--- src/rtl/jct_pkg.sv ---
// Shared types and constants for the jump chain threader.
// Used by jct_engine, jump_chain_threader_core and the testbench; depends on nothing else.
package jct_pkg;

	localparam int MAX_ENTRIES_DEF = 64;
	localparam int OP_W            = 2;
	localparam int TGT_W           = 7;
	localparam int IDX_OUT_W       = 6;
	localparam int CHG_W           = 7;
	localparam int HOPS_W          = 8;
	localparam logic [HOPS_W-1:0] HOPS_RESET = 8'd100;

	typedef enum logic [OP_W-1:0] {
		OP_OTHER = 2'd0,
		OP_NOP   = 2'd1,
		OP_JUMP  = 2'd2,
		OP_CJUMP = 2'd3
	} op_kind_t;

	typedef enum logic [3:0] {
		ST_LOAD,
		ST_ENT_RD,
		ST_ENT_EV,
		ST_WALK_CHK,
		ST_WALK_EV,
		ST_NOP_RD,
		ST_NOP_EV,
		ST_FIN,
		ST_EMIT
	} seq_state_t;

	// one stored program entry
	typedef struct packed {
		op_kind_t           op;
		logic [TGT_W-1:0]   tgt;
	} entry_t;

	// input item as seen by the engine
	typedef struct packed {
		logic               valid;
		op_kind_t           op;
		logic [TGT_W-1:0]   tgt;
		logic               last;
	} load_t;

	// result offered by the engine to the output register
	typedef struct packed {
		logic                 valid;
		logic [IDX_OUT_W-1:0] index;
		logic [TGT_W-1:0]     target;
		logic                 changed;
		logic [CHG_W-1:0]     total;
		logic                 last;
	} result_t;

endpackage

--- src/rtl/jct_engine.sv ---
// Program store and chain-walk sequencer of the jump chain threader.
// Depends on jct_pkg; instantiated by jump_chain_threader_core.
module jct_engine #(
	parameter int MAX_ENTRIES = jct_pkg::MAX_ENTRIES_DEF
) (
	input  logic                        clk,
	input  logic                        arst_n,
	input  jct_pkg::load_t              ld,
	output logic                        ld_ready,
	input  logic [jct_pkg::HOPS_W-1:0]  max_hops,
	output jct_pkg::result_t            res,
	input  logic                        res_ready
);

	localparam int IDX_W = (MAX_ENTRIES > 1) ? $clog2(MAX_ENTRIES) : 1;
	localparam int CNT_W = $clog2(MAX_ENTRIES + 1);
	localparam int CMP_W = (CNT_W > jct_pkg::TGT_W) ? CNT_W : jct_pkg::TGT_W;
	localparam logic [CNT_W-1:0] MAX_CNT = CNT_W'(MAX_ENTRIES);

	jct_pkg::seq_state_t state_q, state_d;

	jct_pkg::entry_t store_q [MAX_ENTRIES];
	jct_pkg::entry_t rdata_q;
	logic [IDX_W-1:0] rd_addr, wr_addr;
	logic             wr_en;
	jct_pkg::entry_t  wr_data;

	logic [CNT_W-1:0] cnt_q, cnt_d;
	logic [CNT_W-1:0] n_q, n_d;
	logic [CNT_W-1:0] idx_q, idx_d;
	logic [CNT_W-1:0] cur_q, cur_d;
	logic [CNT_W-1:0] scan_q, scan_d;
	logic [CNT_W-1:0] base_q, base_d;
	logic             post_q, post_d;
	logic [jct_pkg::HOPS_W-1:0] hops_q, hops_d;
	jct_pkg::op_kind_t kind_q, kind_d;
	logic [jct_pkg::TGT_W-1:0] tgt_q, tgt_d;
	logic [jct_pkg::CHG_W-1:0] chg_q, chg_d;
	logic [MAX_ENTRIES-1:0]    vis_q, vis_d;
	logic [jct_pkg::TGT_W-1:0] rtgt_q, rtgt_d;
	logic                      rchg_q, rchg_d;

	logic [CMP_W-1:0] nt;
	logic [CMP_W-1:0] n_ext, cur_ext, tgt_ext, rd_tgt_ext;
	logic [IDX_W-1:0] cur_idx;
	logic             is_last;

	assign n_ext      = CMP_W'(n_q);
	assign cur_ext    = CMP_W'(cur_q);
	assign tgt_ext    = CMP_W'(tgt_q);
	assign rd_tgt_ext = CMP_W'(rdata_q.tgt);
	assign cur_idx    = cur_q[IDX_W-1:0];
	assign is_last    = (idx_q + 1'b1) == n_q;

	always_comb begin
		state_d  = state_q;
		cnt_d    = cnt_q;
		n_d      = n_q;
		idx_d    = idx_q;
		cur_d    = cur_q;
		scan_d   = scan_q;
		base_d   = base_q;
		post_d   = post_q;
		hops_d   = hops_q;
		kind_d   = kind_q;
		tgt_d    = tgt_q;
		chg_d    = chg_q;
		vis_d    = vis_q;
		rtgt_d   = rtgt_q;
		rchg_d   = rchg_q;
		rd_addr  = idx_q[IDX_W-1:0];
		wr_en    = 1'b0;
		wr_addr  = cnt_q[IDX_W-1:0];
		wr_data  = '{op: ld.op, tgt: ld.tgt};
		ld_ready = 1'b0;
		nt       = cur_ext;
		res.valid = 1'b0;
		unique case (state_q)
			jct_pkg::ST_LOAD: begin
				ld_ready = 1'b1;
				if (ld.valid) begin
					// entries past the store depth are dropped
					if (cnt_q < MAX_CNT) begin
						wr_en = 1'b1;
						cnt_d = cnt_q + 1'b1;
					end
					if (ld.last) begin
						n_d     = (cnt_q < MAX_CNT) ? cnt_q + 1'b1 : cnt_q;
						cnt_d   = '0;
						idx_d   = '0;
						chg_d   = '0;
						state_d = jct_pkg::ST_ENT_RD;
					end
				end
			end
			jct_pkg::ST_ENT_RD: begin
				state_d = jct_pkg::ST_ENT_EV;
			end
			jct_pkg::ST_ENT_EV: begin
				kind_d = rdata_q.op;
				tgt_d  = rdata_q.tgt;
				if ((rdata_q.op == jct_pkg::OP_JUMP || rdata_q.op == jct_pkg::OP_CJUMP)
						&& rd_tgt_ext < n_ext) begin
					cur_d   = CNT_W'(rdata_q.tgt);
					hops_d  = '0;
					vis_d   = '0;
					state_d = jct_pkg::ST_WALK_CHK;
				end else begin
					rtgt_d  = rdata_q.tgt;
					rchg_d  = 1'b0;
					state_d = jct_pkg::ST_EMIT;
				end
			end
			jct_pkg::ST_WALK_CHK: begin
				rd_addr = cur_idx;
				if (cur_q >= n_q || hops_q >= max_hops || vis_q[cur_idx]) begin
					// chain ends: skip trailing no-ops from here
					base_d  = cur_q;
					scan_d  = cur_q;
					post_d  = 1'b1;
					state_d = jct_pkg::ST_NOP_RD;
				end else begin
					vis_d[cur_idx] = 1'b1;
					state_d        = jct_pkg::ST_WALK_EV;
				end
			end
			jct_pkg::ST_WALK_EV: begin
				if (rdata_q.op == jct_pkg::OP_NOP) begin
					base_d  = cur_q;
					scan_d  = cur_q + 1'b1;
					post_d  = 1'b0;
					state_d = jct_pkg::ST_NOP_RD;
				end else if (rdata_q.op == jct_pkg::OP_JUMP && rd_tgt_ext <= n_ext) begin
					cur_d   = CNT_W'(rdata_q.tgt);
					hops_d  = hops_q + 1'b1;
					state_d = jct_pkg::ST_WALK_CHK;
				end else begin
					state_d = jct_pkg::ST_FIN;
				end
			end
			jct_pkg::ST_NOP_RD: begin
				rd_addr = scan_q[IDX_W-1:0];
				if (scan_q >= n_q) begin
					// only no-ops onward: stay where the scan began
					cur_d   = base_q;
					state_d = post_q ? jct_pkg::ST_FIN : jct_pkg::ST_WALK_CHK;
				end else begin
					state_d = jct_pkg::ST_NOP_EV;
				end
			end
			jct_pkg::ST_NOP_EV: begin
				if (rdata_q.op == jct_pkg::OP_NOP) begin
					scan_d  = scan_q + 1'b1;
					state_d = jct_pkg::ST_NOP_RD;
				end else begin
					cur_d   = scan_q;
					state_d = post_q ? jct_pkg::ST_FIN : jct_pkg::ST_WALK_CHK;
				end
			end
			jct_pkg::ST_FIN: begin
				// never move a conditional jump backward
				if (kind_q == jct_pkg::OP_CJUMP && cur_ext < tgt_ext)
					nt = tgt_ext;
				rtgt_d = jct_pkg::TGT_W'(nt);
				if (nt != tgt_ext) begin
					wr_en   = 1'b1;
					wr_addr = idx_q[IDX_W-1:0];
					wr_data = '{op: kind_q, tgt: jct_pkg::TGT_W'(nt)};
					chg_d   = chg_q + 1'b1;
					rchg_d  = 1'b1;
				end else begin
					rchg_d  = 1'b0;
				end
				state_d = jct_pkg::ST_EMIT;
			end
			jct_pkg::ST_EMIT: begin
				res.valid = 1'b1;
				if (res_ready) begin
					if (is_last) begin
						state_d = jct_pkg::ST_LOAD;
					end else begin
						idx_d   = idx_q + 1'b1;
						state_d = jct_pkg::ST_ENT_RD;
					end
				end
			end
			default: begin
				state_d = jct_pkg::ST_LOAD;
			end
		endcase
	end

	assign res.index   = jct_pkg::IDX_OUT_W'(idx_q);
	assign res.target  = rtgt_q;
	assign res.changed = rchg_q;
	assign res.total   = chg_q;
	assign res.last    = is_last;

	always_ff @(posedge clk) begin
		if (wr_en)
			store_q[wr_addr] <= wr_data;
		rdata_q <= store_q[rd_addr];
	end

	always_ff @(posedge clk or negedge arst_n) begin
		if (!arst_n) begin
			state_q <= jct_pkg::ST_LOAD;
			cnt_q   <= '0;
			chg_q   <= '0;
			vis_q   <= '0;
		end else begin
			state_q <= state_d;
			cnt_q   <= cnt_d;
			chg_q   <= chg_d;
			vis_q   <= vis_d;
		end
	end

	always_ff @(posedge clk) begin
		n_q    <= n_d;
		idx_q  <= idx_d;
		cur_q  <= cur_d;
		scan_q <= scan_d;
		base_q <= base_d;
		post_q <= post_d;
		hops_q <= hops_d;
		kind_q <= kind_d;
		tgt_q  <= tgt_d;
		rtgt_q <= rtgt_d;
		rchg_q <= rchg_d;
	end

	a_emit_in_range: assert property (@(posedge clk) disable iff (!arst_n)
		state_q == jct_pkg::ST_EMIT |-> idx_q < n_q)
		else $error("result index beyond program length");

	a_hop_bound: assert property (@(posedge clk) disable iff (!arst_n)
		state_q == jct_pkg::ST_WALK_EV |-> hops_q < max_hops)
		else $error("chain walked past hop limit");

	a_fin_target: assert property (@(posedge clk) disable iff (!arst_n)
		state_q == jct_pkg::ST_FIN |-> cur_q <= n_q)
		else $error("chain ended beyond exit");

	a_count_bound: assert property (@(posedge clk) disable iff (!arst_n)
		cnt_q <= MAX_CNT)
		else $error("entry count overflow");

	a_load_to_run: assert property (@(posedge clk) disable iff (!arst_n)
		state_q == jct_pkg::ST_LOAD && ld.valid && ld.last |=>
			state_q == jct_pkg::ST_ENT_RD && cnt_q == '0)
		else $error("last item did not start a run");

endmodule

--- src/rtl/jump_chain_threader_core.sv ---
// Top level of the jump chain threader: configuration register and output register.
// Depends on jct_pkg and jct_engine.
//
//  channel | direction | handshake            | payload
//  --------+-----------+----------------------+---------------------------------------------
//  in      | in        | in_valid / in_ready  | op_kind, target_index, last_entry
//  out     | out       | out_valid / out_ready| entry_index, final_target, retargeted,
//          |           |                      | total_changes, last_result
//  cfg     | in        | cfg_wr_en (no wait)  | cfg_wr_data -> max_chain_hops
//
// Loading takes one item per cycle until the item with last_entry.
// The run then reads, evaluates and emits each entry in turn. A jump with an in-range target
// also walks its chain and skips no-ops before the chain ends, every store read going through
// the one read port of the program store.
// in_ready is low for the whole run; no clearing pass follows reset.
// A stalled out_ready holds the output register and freezes the sequencer at its next result.
module jump_chain_threader_core #(
	parameter int MAX_ENTRIES = jct_pkg::MAX_ENTRIES_DEF
) (
	input  logic                           clk,
	input  logic                           arst_n,
	input  logic                           in_valid,
	output logic                           in_ready,
	input  logic [jct_pkg::OP_W-1:0]       op_kind,
	input  logic [jct_pkg::TGT_W-1:0]      target_index,
	input  logic                           last_entry,
	output logic                           out_valid,
	input  logic                           out_ready,
	output logic [jct_pkg::IDX_OUT_W-1:0]  entry_index,
	output logic [jct_pkg::TGT_W-1:0]      final_target,
	output logic                           retargeted,
	output logic [jct_pkg::CHG_W-1:0]      total_changes,
	output logic                           last_result,
	input  logic                           cfg_wr_en,
	input  logic [jct_pkg::HOPS_W-1:0]     cfg_wr_data
);

	logic [jct_pkg::HOPS_W-1:0] max_hops_q;
	jct_pkg::load_t   ld;
	jct_pkg::result_t res;
	logic             ld_ready;
	logic             res_ready;
	logic             out_valid_q;

	assign ld.valid = in_valid;
	assign ld.op    = jct_pkg::op_kind_t'(op_kind);
	assign ld.tgt   = target_index;
	assign ld.last  = last_entry;
	assign in_ready = ld_ready;

	// take a new result when the register is empty or being drained
	assign res_ready = !out_valid_q || out_ready;

	jct_engine #(
		.MAX_ENTRIES (MAX_ENTRIES)
	) u_engine (
		.clk       (clk),
		.arst_n    (arst_n),
		.ld        (ld),
		.ld_ready  (ld_ready),
		.max_hops  (max_hops_q),
		.res       (res),
		.res_ready (res_ready)
	);

	always_ff @(posedge clk or negedge arst_n) begin
		if (!arst_n) begin
			max_hops_q  <= jct_pkg::HOPS_RESET;
			out_valid_q <= 1'b0;
		end else begin
			if (cfg_wr_en)
				max_hops_q <= cfg_wr_data;
			if (res.valid && res_ready)
				out_valid_q <= 1'b1;
			else if (out_ready)
				out_valid_q <= 1'b0;
		end
	end

	always_ff @(posedge clk) begin
		if (res.valid && res_ready) begin
			entry_index   <= res.index;
			final_target  <= res.target;
			retargeted    <= res.changed;
			total_changes <= res.total;
			last_result   <= res.last;
		end
	end

	assign out_valid = out_valid_q;

endmodule

--- config.mk ---
export PLATFORM = sky130hd
export DESIGN_NAME = jump_chain_threader_core
export DESIGN_NICKNAME = d
export VERILOG_FILES = /design/src/rtl/jct_pkg.sv /design/src/rtl/jct_engine.sv /design/src/rtl/jump_chain_threader_core.sv
export SDC_FILE = /design/constraint.sdc
export NUM_CORES = 1
export LEC_CHECK = 0
export BUFFER_PORTS_ARGS = -buffer_cell sky130_fd_sc_hd__buf_2
export CORE_UTILIZATION = 63
export CTS_CLUSTER_SIZE = 40
export DETAILED_ROUTE_END_ITERATION = 12
export GPL_TIMING_DRIVEN = 1
export PLACE_DENSITY = 0.78
export SLEW_MARGIN = 40
export SYNTH_ARGS = -nofsm -noshare
export SYNTH_HDL_FRONTEND = slang
export SYNTH_SLANG_ARGS = --single-unit
--- constraint.sdc ---
create_clock -name clk -period 7.4 [get_ports clk]
set_input_delay 0.37 -clock clk [delete_from_list [all_inputs] [get_ports clk]]
set_output_delay 0.37 -clock clk [all_outputs]
set_load 0.02 [all_outputs]
==> results of run 1 <==
==> registers in the layout, summed over array words and instances (netlist names), 8 cells and up <==
register / count
u_engine.store_q: 576
u_engine.vis_q: 64
max_hops_q: 8
u_engine.hops_q: 8
==> metrics by stage <==
stage          setup slack (ns)  instances
2_1_floorplan              2.28       2292
3_3_place_gp               2.81       2928
3_5_place_dp               2.77       2944
4_1_cts                    2.68       3091
5_1_grt                    2.77       3091
6_report                   2.95       3092
==> area by class of cell <==
type / instances / share of cell area [%]
diodes: 1 / 0.00683
clock buffers: 94 / 5.49
clock inverters: 44 / 1.20
inverters: 38 / 0.390
multi-input cells: 1337 / 27.0
flip-flops and latches: 759 / 60.8
well taps: 680 / 2.32
repair buffers: 139 / 2.80
==> layer usage <==
layer	global-route usage, %	vias to the layer above
met3	5.98	178
met4	11.0	2
met1	45.6	10600
met5	0	-
met2	48.2	1328
li1	-	9182
==> final timing paths <==
kind / from / to / slack (ns) / depth (start not counted)
worst max-delay path: u_engine.state_q[1] / u_engine.rd_tgt_ext[0] / 2.95 / 9
max in group asynchronous: arst_n / u_engine.state_q[1] / 6.26 / 3
worst max register to register: u_engine.state_q[1] / u_engine.rd_tgt_ext[0] / 2.95 / 9
min in group asynchronous: arst_n / max_hops_q[4] / 0.14 / 2
worst min register to register: u_engine.rtgt_q[6] / final_target[6] / 0.42 / 0
worst min-delay path: cfg_wr_en / max_hops_q[6] / 0.1 / 2
==> kinds of logic (layout without fill, tap and decap cells) <==
family          count (synthesis)  in the layout  share of synthesized area, %
flops                         759            759                          67.9
simple gates                  525            525                          8.09
compound gates                520            520                          11.3
mux                           217            217                          7.55
buf+inv                       196            315                          2.71
fa+ha+maj                      40             40                          1.53
xor+xnor                       35             35                         0.935
other cells                     0              1                             0
==> power by group through the flow <==
stage	Combinational [uW]	Sequential, uW	Clock, uW
final	4710	5480	3780
after global routing	5020	5490	3970
after CTS	4610	5460	3810
after detailed placement	4570	5540	0
after global placement	4360	5530	0
after floorplan	3280	5360	0
==> layout by cell type, fill, tap and decap left out, types with 25 or more instances in the layout <==
| master | synthesis | final |
|---|---|---|
| nand2_1 | 165 | 164 |
| nand3_1 | 39 | 37 |
| nor2_1 | 91 | 90 |
| inv_1 | 35 | 35 |
| mux2_2 | 154 | 152 |
| dfrtp_1 | 88 | 87 |
| o21ai_0 | 47 | 44 |
| nor4_1 | 45 | 40 |
| clkbuf_16 | 0 | 76 |
| ha_1 | 40 | 40 |
| buf_4 | 16 | 66 |
| a211oi_1 | 90 | 89 |
| a21oi_1 | 66 | 62 |
| mux2i_1 | 54 | 54 |
| edfxtp_1 | 659 | 659 |
| o22ai_1 | 119 | 119 |
| a32o_1 | 64 | 64 |
| a22oi_1 | 40 | 25 |
| and3_1 | 82 | 81 |
| buf_2 | 55 | 55 |
==> worst max-delay path, cell delays in order, from the launching register on <==
cell and delay, ns:
dfrtp_2 0.70, nand4bb_1 0.41, and3_1 0.39, o221ai_4 0.65, buf_4 0.72, a211oi_1 0.14, nor4_1 0.55, o22ai_1 0.22
or4_1 0.46, o31ai_1 0.10
==> run summary, run 1 <==
Outcome -> completed
Post-synth top cells -> edfxtp_1, nand2_1, mux2_2, o22ai_1, nor2_1
Row count -> 83
Setup violations, final -> 0
Yosys reg bits -> 759
Period minus WS final -> 4.45 ns
Vias -> 21290
Critical Path AT -> 4.97 ns
Internal -> 8940 uW
Top FF cell, synth -> edfxtp_1
Clk root buf -> clkbuf_16
Max Fclk -> 225 MHz
Sink Count -> 759
Nets -> 2413
Cts repair resizes -> 0
Flop pwr share -> 39.2%
Initial antenna violation count -> 2
Clock transition at path regs -> 0.06 ns
WL per Instance -> 26.8 um
Clock skew -> 0.0249 ns
Final Hold Fails -> 0
CP max FO -> 52
First-pass GRT wire length -> 125 mm
Remaining Overflow, GRT -> 0
Met2 wire length -> 38.3 mm
WHS -> 0.0983 ns
Min-delay worst type -> in -> reg
Yosys top cell by area -> edfxtp_1
Multi-input logic area -> 0.00990 mm2
Number of I/O pins -> 47
Gpl congestion -> 0.976
Number of global-route vias before repair -> 20523
Post-synthesis sequential area ratio -> 67.9%
Via density -> 6.89
Setup TNS Final -> 0 ns
Critical path endpoint category -> flop
Post-cts hold buffer count -> 9
RSZ-0062 raised after global routing -> no
Clock buffer count from CTS -> 75
Wire length on met3 -> 8.74 mm
Final wirelength -> 82.9 mm
FFs w/ async S/R, synth -> 12.0%
Drt pass-1 iters -> 6
Pleak -> 0.0127 uW
FF/Latch Area -> 0.0223 mm2
Pins Over Slew Limit -> 0
Max layer used -> met5
M1 wire length -> 33.5 mm
Rel. slew slack -> 38.2%
Synthesized area -> 0.0328 mm2
Buffers on Ports -> 46
Syn-to-layout area delta -> 11.7%
CTS tree -> built
Maxcap violations -> 0
H-tree depth -> 3
Crit Path Class -> reg -> reg
Die ar. -> 0.0530 mm2
Yosys warns -> 0
Crit start category -> flop
Cells after synthesis -> 2292
Residual DRC -> 0
1st-iter DRT viols -> 3230
Synth area leaders -> edfxtp_1, dfrtp_1, mux2_2
Placement-stage cell area -> 0.0341 mm2
Post-layout util -> 71.2%
Total track usage -> 31.5%
Core area -> 0.0514 mm2
Syn_nets -> 2355
Post-DRT Antenna Nets -> 0
Yosys top cell area share -> 60.3%
Sw frac -> 36.0%
Most numerous cell in the Yosys netlist -> edfxtp_1
Largest net degree at the start of global routing -> 87
Tcrit/Tclk final -> 60.1%
CTS max path bufs -> 3
Post-synth EDFFs -> 659
Count of cell types in the netlist -> 78
Pwr/cell area -> 382 mW/mm2
Chip width -> 230 um
Die Y -> 230 um
Avg Inst Size Synth -> 14.3 um2
Combinational fraction of design power -> 33.7%
Final total power -> 14000 uW
Fraction of layout cells with a size suffix above 1 -> 18.9%
Post-CTS Setup Inserts -> 0
Worst path required time -> 7.92 ns
Clock share of power -> 27.1%
Starting Density -> 63.8%
Max VDD drop -> 0.223 mV
Final Cell Area -> 0.0366 mm2
Slew at the pin with the worst max-slew slack -> 0.919 ns
DP HPWL -> 51.1 mm
Clk_lat worst skew -> 0.62 ns
Switching power -> 5030 uW
Fill count -> 3246
Note: power is estimated with default switching activity, not from simulation.
==> inputs of run 2 (changes only) <==
==> constraint.sdc (replaced) <==
create_clock -name clk -period 4.2 [get_ports clk]
set_input_delay 0.21 -clock clk [delete_from_list [all_inputs] [get_ports clk]]
set_output_delay 0.21 -clock clk [all_outputs]
set_load 0.02 [all_outputs]
==> run summary, run 2 (synthesis gave the netlist of run 1 again) <==
Delay-heaviest family, CP -> simple AND/OR/NAND/NOR gates
Crit Path Class -> reg -> reg
WHS Path Cells -> 3
Critical Path AT -> 4.54 ns
Outcome -> completed
Post-CTS Setup Inserts -> 0
Clock transition at path regs -> 0.06 ns
Max VDD drop -> 0.362 mV
Worst R2R Path Depth -> 8
Number of I/O pins -> 47
Clock share of power -> 26.1%
Fin cells -> 3154
Initial antenna violation count -> 2
M1 wire length -> 34.8 mm
Pleak -> 0.0130 uW
Starting Density -> 63.8%
RSZ-0062 raised after global routing -> no
Sw frac -> 36.5%
Max layer used -> met5
Largest net degree at the start of global routing -> 73
1st-iter DRT viols -> 3483
Max reg flops -> 576
CP max FO -> 27
Total track usage -> 33.1%
Final Cell Area -> 0.0369 mm2
Vias -> 21955
Die Y -> 230 um
Critical path endpoint category -> flop
Final total power -> 24800 uW
Commonest non-fill, non-tap cell in the layout -> edfxtp_1
Setup crit start -> u_engine.state_q[3]
Rel. slew slack -> 38.2%
Post-DRT Antenna Nets -> 0
Placement-stage cell area -> 0.0343 mm2
Placed instance count -> 2992
H-tree depth -> 3
Via density -> 6.96
Combinational fraction of design power -> 35.4%
First-pass GRT wire length -> 131 mm
Worst path required time -> 4.69 ns
Row count -> 83
Tcrit/Tclk final -> 96.4%
Maxcap violations -> 0
Chip width -> 230 um
Clk root buf -> clkbuf_16
Min-delay src -> out_ready
Clock skew -> 0.0188 ns
Internal -> 15700 uW
Pins Over Slew Limit -> 0
Gpl congestion -> 0.967
Period minus WS final -> 4.05 ns
Final wirelength -> 87.2 mm
Nets -> 2479
CTS tree -> built
Final Hold Fails -> 0
Flop pwr share -> 38.5%
Crit path max-delay cell type -> nor4_1
Drt pass-1 iters -> 6
Regs by FF count -> u_engine.store_q x576, u_engine.vis_q x64
Count of buffer and inverter cells on the critical path -> 1
Worst r2r src -> u_engine.state_q[3]
Pwr/cell area -> 671 mW/mm2
Max Fclk -> 247 MHz
Switching power -> 9060 uW
Buffers on Ports -> 46
CTS max path bufs -> 3
Fraction of layout cells with a size suffix above 1 -> 19.0%
Largest Register -> u_engine.store_q
Met2 wire length -> 39.7 mm
Setup violations, final -> 0
Setup TNS Final -> 0 ns
Min-delay worst type -> in -> reg
Crit path cell chain -> nand4bb_1 > and3_1 > o22ai_4 > buf_4 > o22ai_1 > nor4_1 > or4_1 > o31ai_1
DP HPWL -> 53.4 mm
Fill count -> 3228
Die ar. -> 0.0530 mm2
Core area -> 0.0514 mm2
WL per Instance -> 27.6 um
Clk_lat worst skew -> 0.63 ns
Place WS -> 0.276 ns
Slew at the pin with the worst max-slew slack -> 0.919 ns
Most frequent cells in the layout -> edfxtp_1, nand2_1, mux2_2
Wire length on met3 -> 9.76 mm
Syn-to-layout area delta -> 12.6%
Stages on worst setup path -> 8
Clock buffer count from CTS -> 76
Worst setup margin -> 0.153 ns
Residual DRC -> 0
Slowest stage delay, CP -> 0.79 ns
Remaining Overflow, GRT -> 0
Number of global-route vias before repair -> 20990
Sink Count -> 759
Crit start category -> flop
[run 2: power by group through the flow]
stage / sequential [uW] / combinational, uW / clock, uW
2_1_floorplan: 9440 / 5770 / 0
3_3_place_gp: 9630 / 8210 / 0
3_5_place_dp: 9660 / 8440 / 0
4_1_cts: 9520 / 8530 / 6480
5_1_grt: 9570 / 9300 / 6760
6_report: 9540 / 8780 / 6460
[run 2: final cells by class]
type / count / area (um2) / area share [%]
antenna: 1 / 2.50 / 0.00678
clock buffer: 106 / 2050 / 5.56
clock inverter: 29 / 270 / 0.732
inverter: 38 / 143 / 0.386
multi-input combinational: 1337 / 9760 / 26.4
sequential: 759 / 22300 / 60.3
tap: 680 / 851 / 2.30
timing repair buffer: 204 / 1600 / 4.33
[run 2: repair_timing]
item / CTS / global route
endpoints found under the setup margin: 0 / 2
hold buffers: 25 / 0
resized for setup: 0 / 2
endpoints found under the hold margin: 54 / 0
[run 2: final timing paths]
check / endpoint / slack [ns]
max in group asynchronous: u_engine.vis_q[37] / 2.98
min: out_valid / 0.03
min in group asynchronous: max_hops_q[1] / 0.15
max: u_engine.rd_tgt_ext[6] / 0.15
min reg2reg: final_target[6] / 0.43
max reg2reg: u_engine.rd_tgt_ext[6] / 0.15
[run 2: metrics by stage]
| step | util [%] | hold slack [ns] |
|---|---|---|
| 2_1_floorplan | - | -0.0856 |
| 3_3_place_gp | 66.6 | 0.264 |
| 3_5_place_dp | 66.7 | 0.272 |
| 4_1_cts | 71.8 | 0.0223 |
| 5_1_grt | 71.8 | 0.0488 |
| 6_report | 71.8 | 0.0339 |
[run 2: worst reg2reg max path, stage by stage (launching register included)]
cell and delay (ns):
dfrtp_1 0.58, nand4bb_1 0.53, and3_1 0.40, o22ai_4 0.60, buf_4 0.48, o22ai_1 0.23, nor4_1 0.79, or4_1 0.23
o31ai_1 0.07
[run 2: routing by layer]
metal,up-vias,global-route usage [%]
met2,1506,49.5
li1,9310,-
met5,-,0
met1,10935,48.8
met4,2,13.1
met3,202,5.78
